==> src/rtl/msq_pkg.sv <==
package msq_pkg;

    // Command codes carried in tuser
    localparam logic [1:0] CMD_UPDATE     = 2'd0;
    localparam logic [1:0] CMD_ENTER_TEST = 2'd1;
    localparam logic [1:0] CMD_EXIT_TEST  = 2'd2;

    // Configuration register indexes
    localparam int          CFG_ADDR_W      = 1;
    localparam int          CFG_DATA_W      = 32;
    localparam logic [0:0]  CFG_FORCE_LIMIT = 1'd0;
    localparam logic [0:0]  CFG_DURATION    = 1'd1;

    localparam logic signed [15:0] FORCE_LIMIT_RST = 16'sd32767;
    localparam logic        [31:0] DURATION_RST    = 32'hFFFF_FFFF;

    // Stream widths
    localparam int IN_DATA_W  = 56;
    localparam int IN_USER_W  = 2;
    localparam int OUT_DATA_W = 8;

    // Phase codes as they appear on the result stream
    localparam logic [2:0] CODE_PRELAUNCH  = 3'd0;
    localparam logic [2:0] CODE_ARMED      = 3'd1;
    localparam logic [2:0] CODE_ASCENT     = 3'd2;
    localparam logic [2:0] CODE_EXPERIMENT = 3'd3;
    localparam logic [2:0] CODE_SAFE       = 3'd4;
    localparam logic [2:0] CODE_ABORT      = 3'd5;
    localparam logic [2:0] CODE_TEST       = 3'd6;

    // Mission phase, one-hot
    typedef enum logic [6:0] {
        PH_PRELAUNCH  = 7'b000_0001,
        PH_ARMED      = 7'b000_0010,
        PH_ASCENT     = 7'b000_0100,
        PH_EXPERIMENT = 7'b000_1000,
        PH_SAFE       = 7'b001_0000,
        PH_ABORT      = 7'b010_0000,
        PH_TEST       = 7'b100_0000
    } t_phase;

    // One input transaction, unpacked
    typedef struct packed {
        logic [1:0]         command;
        logic [31:0]        now_ms;
        logic               op_abort;
        logic signed [15:0] force_load;
        logic               storage_start;
        logic               lift_off;
        logic               experiment_start;
    } t_item;

    // Configuration register contents
    typedef struct packed {
        logic signed [15:0] force_limit;
        logic [31:0]        experiment_duration_ms;
    } t_cfg;

    // Outcome of one step
    typedef struct packed {
        t_phase      next_phase;
        logic        load_start_time;
        logic        accepted;
    } t_step_res;

    function automatic logic [2:0] phase_code(input t_phase ph);
        logic [2:0] code;
        code = CODE_PRELAUNCH;
        case (ph)
            PH_PRELAUNCH:  code = CODE_PRELAUNCH;
            PH_ARMED:      code = CODE_ARMED;
            PH_ASCENT:     code = CODE_ASCENT;
            PH_EXPERIMENT: code = CODE_EXPERIMENT;
            PH_SAFE:       code = CODE_SAFE;
            PH_ABORT:      code = CODE_ABORT;
            PH_TEST:       code = CODE_TEST;
            default:       code = CODE_PRELAUNCH;
        endcase
        return code;
    endfunction

endpackage

==> src/rtl/msq_cfg_regs.sv <==
module msq_cfg_regs (
    input  logic                               i_clk,
    input  logic                               i_rst_n,
    input  logic                               i_cfg_we,
    input  logic [msq_pkg::CFG_ADDR_W-1:0]     i_cfg_addr,
    input  logic [msq_pkg::CFG_DATA_W-1:0]     i_cfg_wdata,
    output msq_pkg::t_cfg                      o_cfg
);

    logic signed [15:0] r_force_limit;
    logic        [31:0] r_duration;

    // Hold register values, load on a write to the matching index
    always_ff @(posedge i_clk) begin
        if (!i_rst_n) begin
            r_force_limit <= msq_pkg::FORCE_LIMIT_RST;
            r_duration    <= msq_pkg::DURATION_RST;
        end else if (i_cfg_we) begin
            unique case (i_cfg_addr)
                msq_pkg::CFG_FORCE_LIMIT: r_force_limit <= signed'(i_cfg_wdata[15:0]);
                msq_pkg::CFG_DURATION:    r_duration    <= i_cfg_wdata[31:0];
                default: ;
            endcase
        end
    end

    assign o_cfg.force_limit            = r_force_limit;
    assign o_cfg.experiment_duration_ms = r_duration;

endmodule

==> src/rtl/msq_step.sv <==
module msq_step (
    input  msq_pkg::t_item     i_item,
    input  msq_pkg::t_phase    i_phase,
    input  logic [31:0]        i_start_time,
    input  msq_pkg::t_cfg      i_cfg,
    output msq_pkg::t_step_res o_res
);

    logic [31:0]     w_elapsed;
    logic            w_over_force;
    logic            w_done;
    msq_pkg::t_phase w_upd_phase;
    logic            w_upd_load;

    // Wrapping elapsed time and the two experiment checks
    assign w_elapsed    = i_item.now_ms - i_start_time;
    assign w_done       = (w_elapsed >= i_cfg.experiment_duration_ms);
    assign w_over_force = (i_item.force_load > i_cfg.force_limit);

    // Update command: abort first, then the flight sequence
    always_comb begin
        w_upd_phase = i_phase;
        w_upd_load  = 1'b0;
        if (i_phase != msq_pkg::PH_SAFE && i_phase != msq_pkg::PH_ABORT
            && i_item.op_abort) begin
            w_upd_phase = msq_pkg::PH_ABORT;
        end else if (i_phase == msq_pkg::PH_EXPERIMENT && w_over_force) begin
            w_upd_phase = msq_pkg::PH_ABORT;
        end else begin
            case (i_phase)
                msq_pkg::PH_PRELAUNCH,
                msq_pkg::PH_TEST: begin
                    if (i_item.storage_start) w_upd_phase = msq_pkg::PH_ARMED;
                end
                msq_pkg::PH_ARMED: begin
                    if (i_item.lift_off) w_upd_phase = msq_pkg::PH_ASCENT;
                end
                msq_pkg::PH_ASCENT: begin
                    if (i_item.experiment_start) begin
                        w_upd_phase = msq_pkg::PH_EXPERIMENT;
                        w_upd_load  = 1'b1;
                    end
                end
                msq_pkg::PH_EXPERIMENT: begin
                    if (w_done) w_upd_phase = msq_pkg::PH_SAFE;
                end
                default: ;
            endcase
        end
    end

    // Select by command; test requests only from the matching phase
    always_comb begin
        o_res.next_phase      = i_phase;
        o_res.load_start_time = 1'b0;
        o_res.accepted        = 1'b0;
        unique case (i_item.command)
            msq_pkg::CMD_UPDATE: begin
                o_res.next_phase      = w_upd_phase;
                o_res.load_start_time = w_upd_load;
                o_res.accepted        = 1'b1;
            end
            msq_pkg::CMD_ENTER_TEST: begin
                if (i_phase == msq_pkg::PH_PRELAUNCH) begin
                    o_res.next_phase = msq_pkg::PH_TEST;
                    o_res.accepted   = 1'b1;
                end
            end
            msq_pkg::CMD_EXIT_TEST: begin
                if (i_phase == msq_pkg::PH_TEST) begin
                    o_res.next_phase = msq_pkg::PH_PRELAUNCH;
                    o_res.accepted   = 1'b1;
                end
            end
            default: ;
        endcase
    end

endmodule

==> src/rtl/mission_phase_sequencer.sv <==
// Mission phase sequencer.
// Input stream: one transaction per command. tuser carries the command
// (update, enter test, exit test); tdata carries the timestamp, the abort
// flag, the load force and the three event flags of an update.
// Output stream: exactly one result per input transaction with the phase
// after the step, a phase-changed flag and the accepted flag.
// Configuration: plain write port, index 0 force limit, index 1 experiment
// duration in ms; write only while no transaction is in flight.
// Pipeline: a transaction accepted at one clock edge is registered in the
// input register; its result is registered in the result register when it
// advances. Throughput: one transaction per cycle unless the result stalls,
// set by the single phase register that every step reads and writes.
// Stall: the result register holds while the receiver is not ready; the input
// register still takes one more transaction, after which tready drops.
// Reset: phase returns to pre-launch, experiment start time to zero, both
// configuration registers to their maximum values, both stages empty.
module mission_phase_sequencer (
    input  logic                                i_clk,
    input  logic                                i_rst_n,
    // Input stream
    input  logic                                i_s_axis_tvalid,
    output logic                                o_s_axis_tready,
    // [31:0] now_ms, [32] op_abort, [48:33] force_load,
    // [49] storage_start, [50] lift_off, [51] experiment_start, [55:52] zero
    input  logic [msq_pkg::IN_DATA_W-1:0]       i_s_axis_tdata,
    // [1:0] command
    input  logic [msq_pkg::IN_USER_W-1:0]       i_s_axis_tuser,
    // Output stream
    output logic                                o_m_axis_tvalid,
    input  logic                                i_m_axis_tready,
    // [2:0] phase, [3] phase_changed, [4] accepted, [7:5] zero
    output logic [msq_pkg::OUT_DATA_W-1:0]      o_m_axis_tdata,
    // Configuration write port
    input  logic                                i_cfg_we,
    input  logic [msq_pkg::CFG_ADDR_W-1:0]      i_cfg_addr,
    input  logic [msq_pkg::CFG_DATA_W-1:0]      i_cfg_wdata
);

    msq_pkg::t_cfg      w_cfg;
    msq_pkg::t_step_res w_res;
    msq_pkg::t_item     w_in_item;

    logic               r_in_valid;
    msq_pkg::t_item     r_in_item;
    logic               r_out_valid;
    logic [2:0]         r_out_phase;
    logic               r_out_changed;
    logic               r_out_accepted;
    msq_pkg::t_phase    r_phase;
    logic [31:0]        r_start_time;

    logic               w_advance;
    logic               w_in_take;

    msq_cfg_regs u_cfg (
        .i_clk       (i_clk),
        .i_rst_n     (i_rst_n),
        .i_cfg_we    (i_cfg_we),
        .i_cfg_addr  (i_cfg_addr),
        .i_cfg_wdata (i_cfg_wdata),
        .o_cfg       (w_cfg)
    );

    msq_step u_step (
        .i_item       (r_in_item),
        .i_phase      (r_phase),
        .i_start_time (r_start_time),
        .i_cfg        (w_cfg),
        .o_res        (w_res)
    );

    // Unpack the incoming transaction
    assign w_in_item.command          = i_s_axis_tuser;
    assign w_in_item.now_ms           = i_s_axis_tdata[31:0];
    assign w_in_item.op_abort         = i_s_axis_tdata[32];
    assign w_in_item.force_load       = signed'(i_s_axis_tdata[48:33]);
    assign w_in_item.storage_start    = i_s_axis_tdata[49];
    assign w_in_item.lift_off         = i_s_axis_tdata[50];
    assign w_in_item.experiment_start = i_s_axis_tdata[51];

    // Advance when the result register is free or being drained
    assign w_advance       = r_in_valid && (!r_out_valid || i_m_axis_tready);
    assign o_s_axis_tready = !r_in_valid || w_advance;
    assign w_in_take       = i_s_axis_tvalid && o_s_axis_tready;

    // Input register
    always_ff @(posedge i_clk) begin
        if (!i_rst_n) begin
            r_in_valid <= 1'b0;
        end else if (w_in_take) begin
            r_in_valid <= 1'b1;
        end else if (w_advance) begin
            r_in_valid <= 1'b0;
        end
    end

    always_ff @(posedge i_clk) begin
        if (w_in_take) begin
            r_in_item <= w_in_item;
        end
    end

    // Mission state, updated as each transaction passes to the result register
    always_ff @(posedge i_clk) begin
        if (!i_rst_n) begin
            r_phase      <= msq_pkg::PH_PRELAUNCH;
            r_start_time <= 32'd0;
        end else if (w_advance) begin
            r_phase <= w_res.next_phase;
            if (w_res.load_start_time) begin
                r_start_time <= r_in_item.now_ms;
            end
        end
    end

    // Result register
    always_ff @(posedge i_clk) begin
        if (!i_rst_n) begin
            r_out_valid <= 1'b0;
        end else if (w_advance) begin
            r_out_valid <= 1'b1;
        end else if (i_m_axis_tready) begin
            r_out_valid <= 1'b0;
        end
    end

    always_ff @(posedge i_clk) begin
        if (w_advance) begin
            r_out_phase    <= msq_pkg::phase_code(w_res.next_phase);
            r_out_changed  <= (w_res.next_phase != r_phase);
            r_out_accepted <= w_res.accepted;
        end
    end

    assign o_m_axis_tvalid = r_out_valid;
    assign o_m_axis_tdata  = {3'b000, r_out_accepted, r_out_changed, r_out_phase};

    // Phase register stays one-hot
    a_phase_onehot: assert property (@(posedge i_clk) disable iff (!i_rst_n)
        $onehot(r_phase))
        else $error("phase register not one-hot");

    // Safe and abort are final outside reset
    a_final_sticky: assert property (@(posedge i_clk) disable iff (!i_rst_n)
        $past(i_rst_n) && ($past(r_phase) == msq_pkg::PH_SAFE
                           || $past(r_phase) == msq_pkg::PH_ABORT)
        |-> r_phase == $past(r_phase))
        else $error("left a final phase");

    // Phase moves only when a transaction advances
    a_phase_by_advance: assert property (@(posedge i_clk) disable iff (!i_rst_n)
        !w_advance |=> $stable(r_phase))
        else $error("phase changed without a transaction");

    // A rejected request never changes the phase
    a_reject_keeps: assert property (@(posedge i_clk) disable iff (!i_rst_n)
        r_out_valid && !r_out_accepted |-> !r_out_changed)
        else $error("rejected request changed phase");

    // A new result appears only after an advance
    a_result_source: assert property (@(posedge i_clk) disable iff (!i_rst_n)
        $rose(r_out_valid) |-> $past(w_advance))
        else $error("result without a transaction");

endmodule
==> config.mk <==
export PLATFORM = sky130hd
export DESIGN_NAME = mission_phase_sequencer
export DESIGN_NICKNAME = d
export VERILOG_FILES = /design/src/rtl/msq_pkg.sv /design/src/rtl/msq_cfg_regs.sv /design/src/rtl/msq_step.sv /design/src/rtl/mission_phase_sequencer.sv
export SDC_FILE = /design/constraint.sdc
export NUM_CORES = 1
export LEC_CHECK = 0
export BUFFER_PORTS_ARGS = -buffer_cell sky130_fd_sc_hd__buf_2
export CAP_MARGIN = 30
export CORE_MARGIN = 4
export CORE_UTILIZATION = 60
export CTS_CLUSTER_SIZE = 40
export DETAILED_ROUTE_END_ITERATION = 12
export PLACE_DENSITY = 0.89
export SYNTH_ARGS = -nofsm -noshare
export SYNTH_HDL_FRONTEND = slang
export SYNTH_SLANG_ARGS = --single-unit
==> constraint.sdc <==
create_clock -name i_clk -period 15 [get_ports i_clk]
set_input_delay 2.25 -clock i_clk [delete_from_list [all_inputs] [get_ports i_clk]]
set_output_delay 2.25 -clock i_clk [all_outputs]
set_load 0.01 [all_outputs]
==> flow_metrics.tcl <==
set metrics [dict create \
    finalMaxSlewViolations 0 \
    synth_cell_type_count 67 \
    post_cts_buffers 0 \
    cts-buffers-inserted 17 \
    cts_resized 0 \
    required_ps 15250 \
    num_io_pins 106 \
    htreeDepth 4 \
    ctsLongestPathBuffers 2 \
    yosysMostFrequentCell "nand2_1" \
    post-route-period-util 0.438 \
    rsz0062_at_grt "no" \
    drcViolationCount 0 \
    synth_edf_count 59 \
    yosys_warnings 0 \
    start_util 0.615 \
    timing.fmax_mhz 152 \
    grt.busiest_layer "met2" \
    grt-ovfl-total 0 \
    whs_path_depth 2 \
    num_vias 6564 \
    regToRegEndpoint "r_out_phase[1]" \
    hp-class "reg -> reg" \
    synthSimpleGateAreaFrac 0.142 \
    startpoint_type "flip-flop" \
    ant_nets 0 \
    clk_pin_slew_worst_paths_ps 70 \
    dieArea_sq_um 15600 \
    clock-sinks 148 \
    min_to "r_start_time[21]" \
    cellPowerDensity_nw_per_um2 111 \
    syn_inst 897 \
    worst_pin_slew_ps 735 \
    status "finished clean" \
    min-delay-start "r_start_time[21]" \
    grt_pass1_wl_mm 29.4 \
    utilization 0.710 \
    cts_tree "built" \
    design.core.area_sq_um 13300 \
    synth_top_family_by_area "compound AO/OA/AOI/OAI gates" \
    drt_iter0_markers 482 \
    skew_ps 14.3 \
    fin_tns_setup_ps 0 \
    synthMuxAreaShare 0.00305 \
    critPathArrivalTime_ps 6830 \
    fin_nets 1159 \
    num_rows 42 \
    grt_pass1_vias 6321 \
    numPortBuffers 98 \
    insertedDiodeCount 0 \
    setup_viol 0 \
    p_total_uw 1050 \
    ys_seq_area_frac 0.433 \
    pre_cts_ws_ps 8560 \
    grtUsageTotal 0.228 \
    cts_hold_buf 0 \
    ys_async_sr_fraction 0 \
    synth-xor-area-share 0.0363 \
    hold_violations 0 \
    wl_per_cell_um 14.9 \
    drt_wl_total_mm 17.5 \
    met2_usage 0.370 \
    dr.pass1.iters 5 \
    area_delta_synth_final_pct 15.5 \
    antenna_found_initial 0 \
    maxCapViolCount 0 \
    dpl.hpwl_mm 12.6 \
    critPathMaxFanout 4 \
    ys_top_cells_by_count "nand2_1, inv_1, dfxtp_1, a21oi_1, ha_1" \
    yosysTopAreaCell "dfxtp_1" \
    routed_via_density 5.60 \
    ys_seq_elements 148 \
    yosys-top-cells-area "dfxtp_1, edfxtp_1, ha_1, nand2_1, a21oi_1" \
    synth-compound-area-share 0.197 \
    die_h_um 125 \
    drive_gt1_frac 0.161 \
    crit_type "reg -> reg" \
    met3_usage 0.0546 \
    timing.rr.start "r_in_item[20]" \
    chipWidth_um 125 \
    reg2reg_depth 23 \
    ir_drop_mv 0.101 \
    setup_ws_ps 8430 \
    grt_max_degree 65 \
    ys.flop_type "dfxtp_1" \
    synth_top_area_share 0.217 \
    period_needed_ps 6570 \
    leakage_uw 0.00406 \
    cp-end-kind "flip-flop" \
    syn_avg_cell_area_sq_um 9.15 \
    clock_latency_ps 430 \
    cts.root.buffer_cell "clkbuf_16" \
    ff2ff_setup_slack_ps 8430 \
    synth_area_sq_um 8210 \
    relSlewSlack 0.497 \
    gp_congestion 0.935 \
    grt_use_met1 0.297 \
    synthAdderAreaFrac 0.123 \
]
registers in the layout, indices dropped and copies added, names as in the netlist:
register / cells
r_in_item: 54
o_m_axis_tvalid: 1
u_cfg.r_duration: 32
r_in_valid: 1
u_cfg.r_force_limit: 16
r_phase: 7
r_out_changed: 1
r_start_time: 32
r_out_accepted: 1
r_out_phase: 3
layer usage:
metal	vias up	part of all wire
met2	201	0.46
met5	-	0
met3	35	0.058
met1	2983	0.45
li1	3345	-
met4	0	0.025
area by class of cell:
cell class                 count  area, sq um
clock buffer                  22          528
clock inverter                10          129
fill                        1027         3870
inverter                      96          360
multi-input combinational    615         4130
sequential                   148         3550
tap                          176          220
timing repair buffer         105          563
stage by stage:
| stage | hold slack [ps] | cell area [sq um] | instances |
|---|---|---|---|
| after floorplan | 432 | 8220 | 899 |
| after global placement | 438 | 8790 | 1138 |
| after detailed placement | 443 | 8790 | 1138 |
| after CTS | 451 | 9450 | 1170 |
| after global routing | 467 | 9480 | 1172 |
| final | 449 | 9480 | 1172 |
critical path, stage by stage, from the launching register on:
cell and delay [ps]:
edfxtp_1 430, inv_1 80, ha_1 160, inv_1 50
fa_1 390, a21oi_1 220, o22ai_1 180, a211oi_1 380
o31ai_1 220, a41oi_1 360, nor3_1 100, a2111oi_0 680
a21oi_1 180, xor2_1 190, ha_1 320, nand4_1 110
nor4_1 380, nor4b_1 390, o31ai_1 190, and4b_2 260
o21ai_0 280, o21a_1 280, mux2_4 330, nor4bb_2 240
layout by cell type (no fill, tap or decap), types with 3 or more instances in the layout:
| master | netlist | routed |
|---|---|---|
| a211oi_1 | 11 | 11 |
| nor2b_1 | 8 | 7 |
| a21oi_1 | 84 | 84 |
| xor2_1 | 8 | 8 |
| nor3_1 | 11 | 11 |
| nor4b_1 | 3 | 3 |
| nand4_1 | 6 | 6 |
| a31o_2 | 3 | 3 |
| nor2_1 | 37 | 37 |
| buf_4 | 6 | 5 |
| and2_1 | 5 | 3 |
| dfxtp_1 | 89 | 89 |
| o21bai_1 | 5 | 5 |
| conb_1 | 1 | 3 |
| nand3_1 | 12 | 12 |
| a22oi_1 | 4 | 4 |
| nand2_1 | 143 | 143 |
| inv_6 | 0 | 3 |
| clkbuf_16 | 0 | 20 |
| inv_1 | 96 | 96 |
| o31ai_1 | 7 | 7 |
| o21ai_0 | 21 | 21 |
| o41ai_1 | 3 | 3 |
| or3_1 | 4 | 4 |
| a21o_1 | 14 | 14 |
| nand2b_1 | 5 | 5 |
| nor4_1 | 4 | 4 |
| or2_2 | 5 | 5 |
| xnor2_1 | 26 | 26 |
| edfxtp_1 | 59 | 59 |
| and3_1 | 3 | 3 |
| o21a_1 | 9 | 9 |
| ha_1 | 79 | 79 |
| buf_2 | 1 | 98 |
| o211ai_1 | 49 | 49 |
power by group:
part           switching, uW  internal (uW)  total, uW
Combinational           81.2           62.8        144
Clock                    173            287        460
Sequential              10.9            439        450
Total                    265            789       1050
worst max path at each step:
stage,depth (start not counted),from,endpoint
after floorplan,23,r_in_item[20],r_out_phase[1]
after global placement,23,r_in_item[20],r_out_phase[1]
after detailed placement,23,r_in_item[20],r_out_phase[1]
after CTS,23,r_in_item[20],r_out_phase[1]
after global routing,23,r_in_item[20],r_out_phase[1]
final,23,r_in_item[20],r_out_phase[1]
logic make-up after synthesis:
group | count (synthesis)
compound gates | 240
xor+xnor | 34
fa+ha+maj | 80
buf+inv | 136
flops | 148
mux | 2
other cells | 1
simple gates | 256
Note: power is estimated with default switching activity, not from simulation.
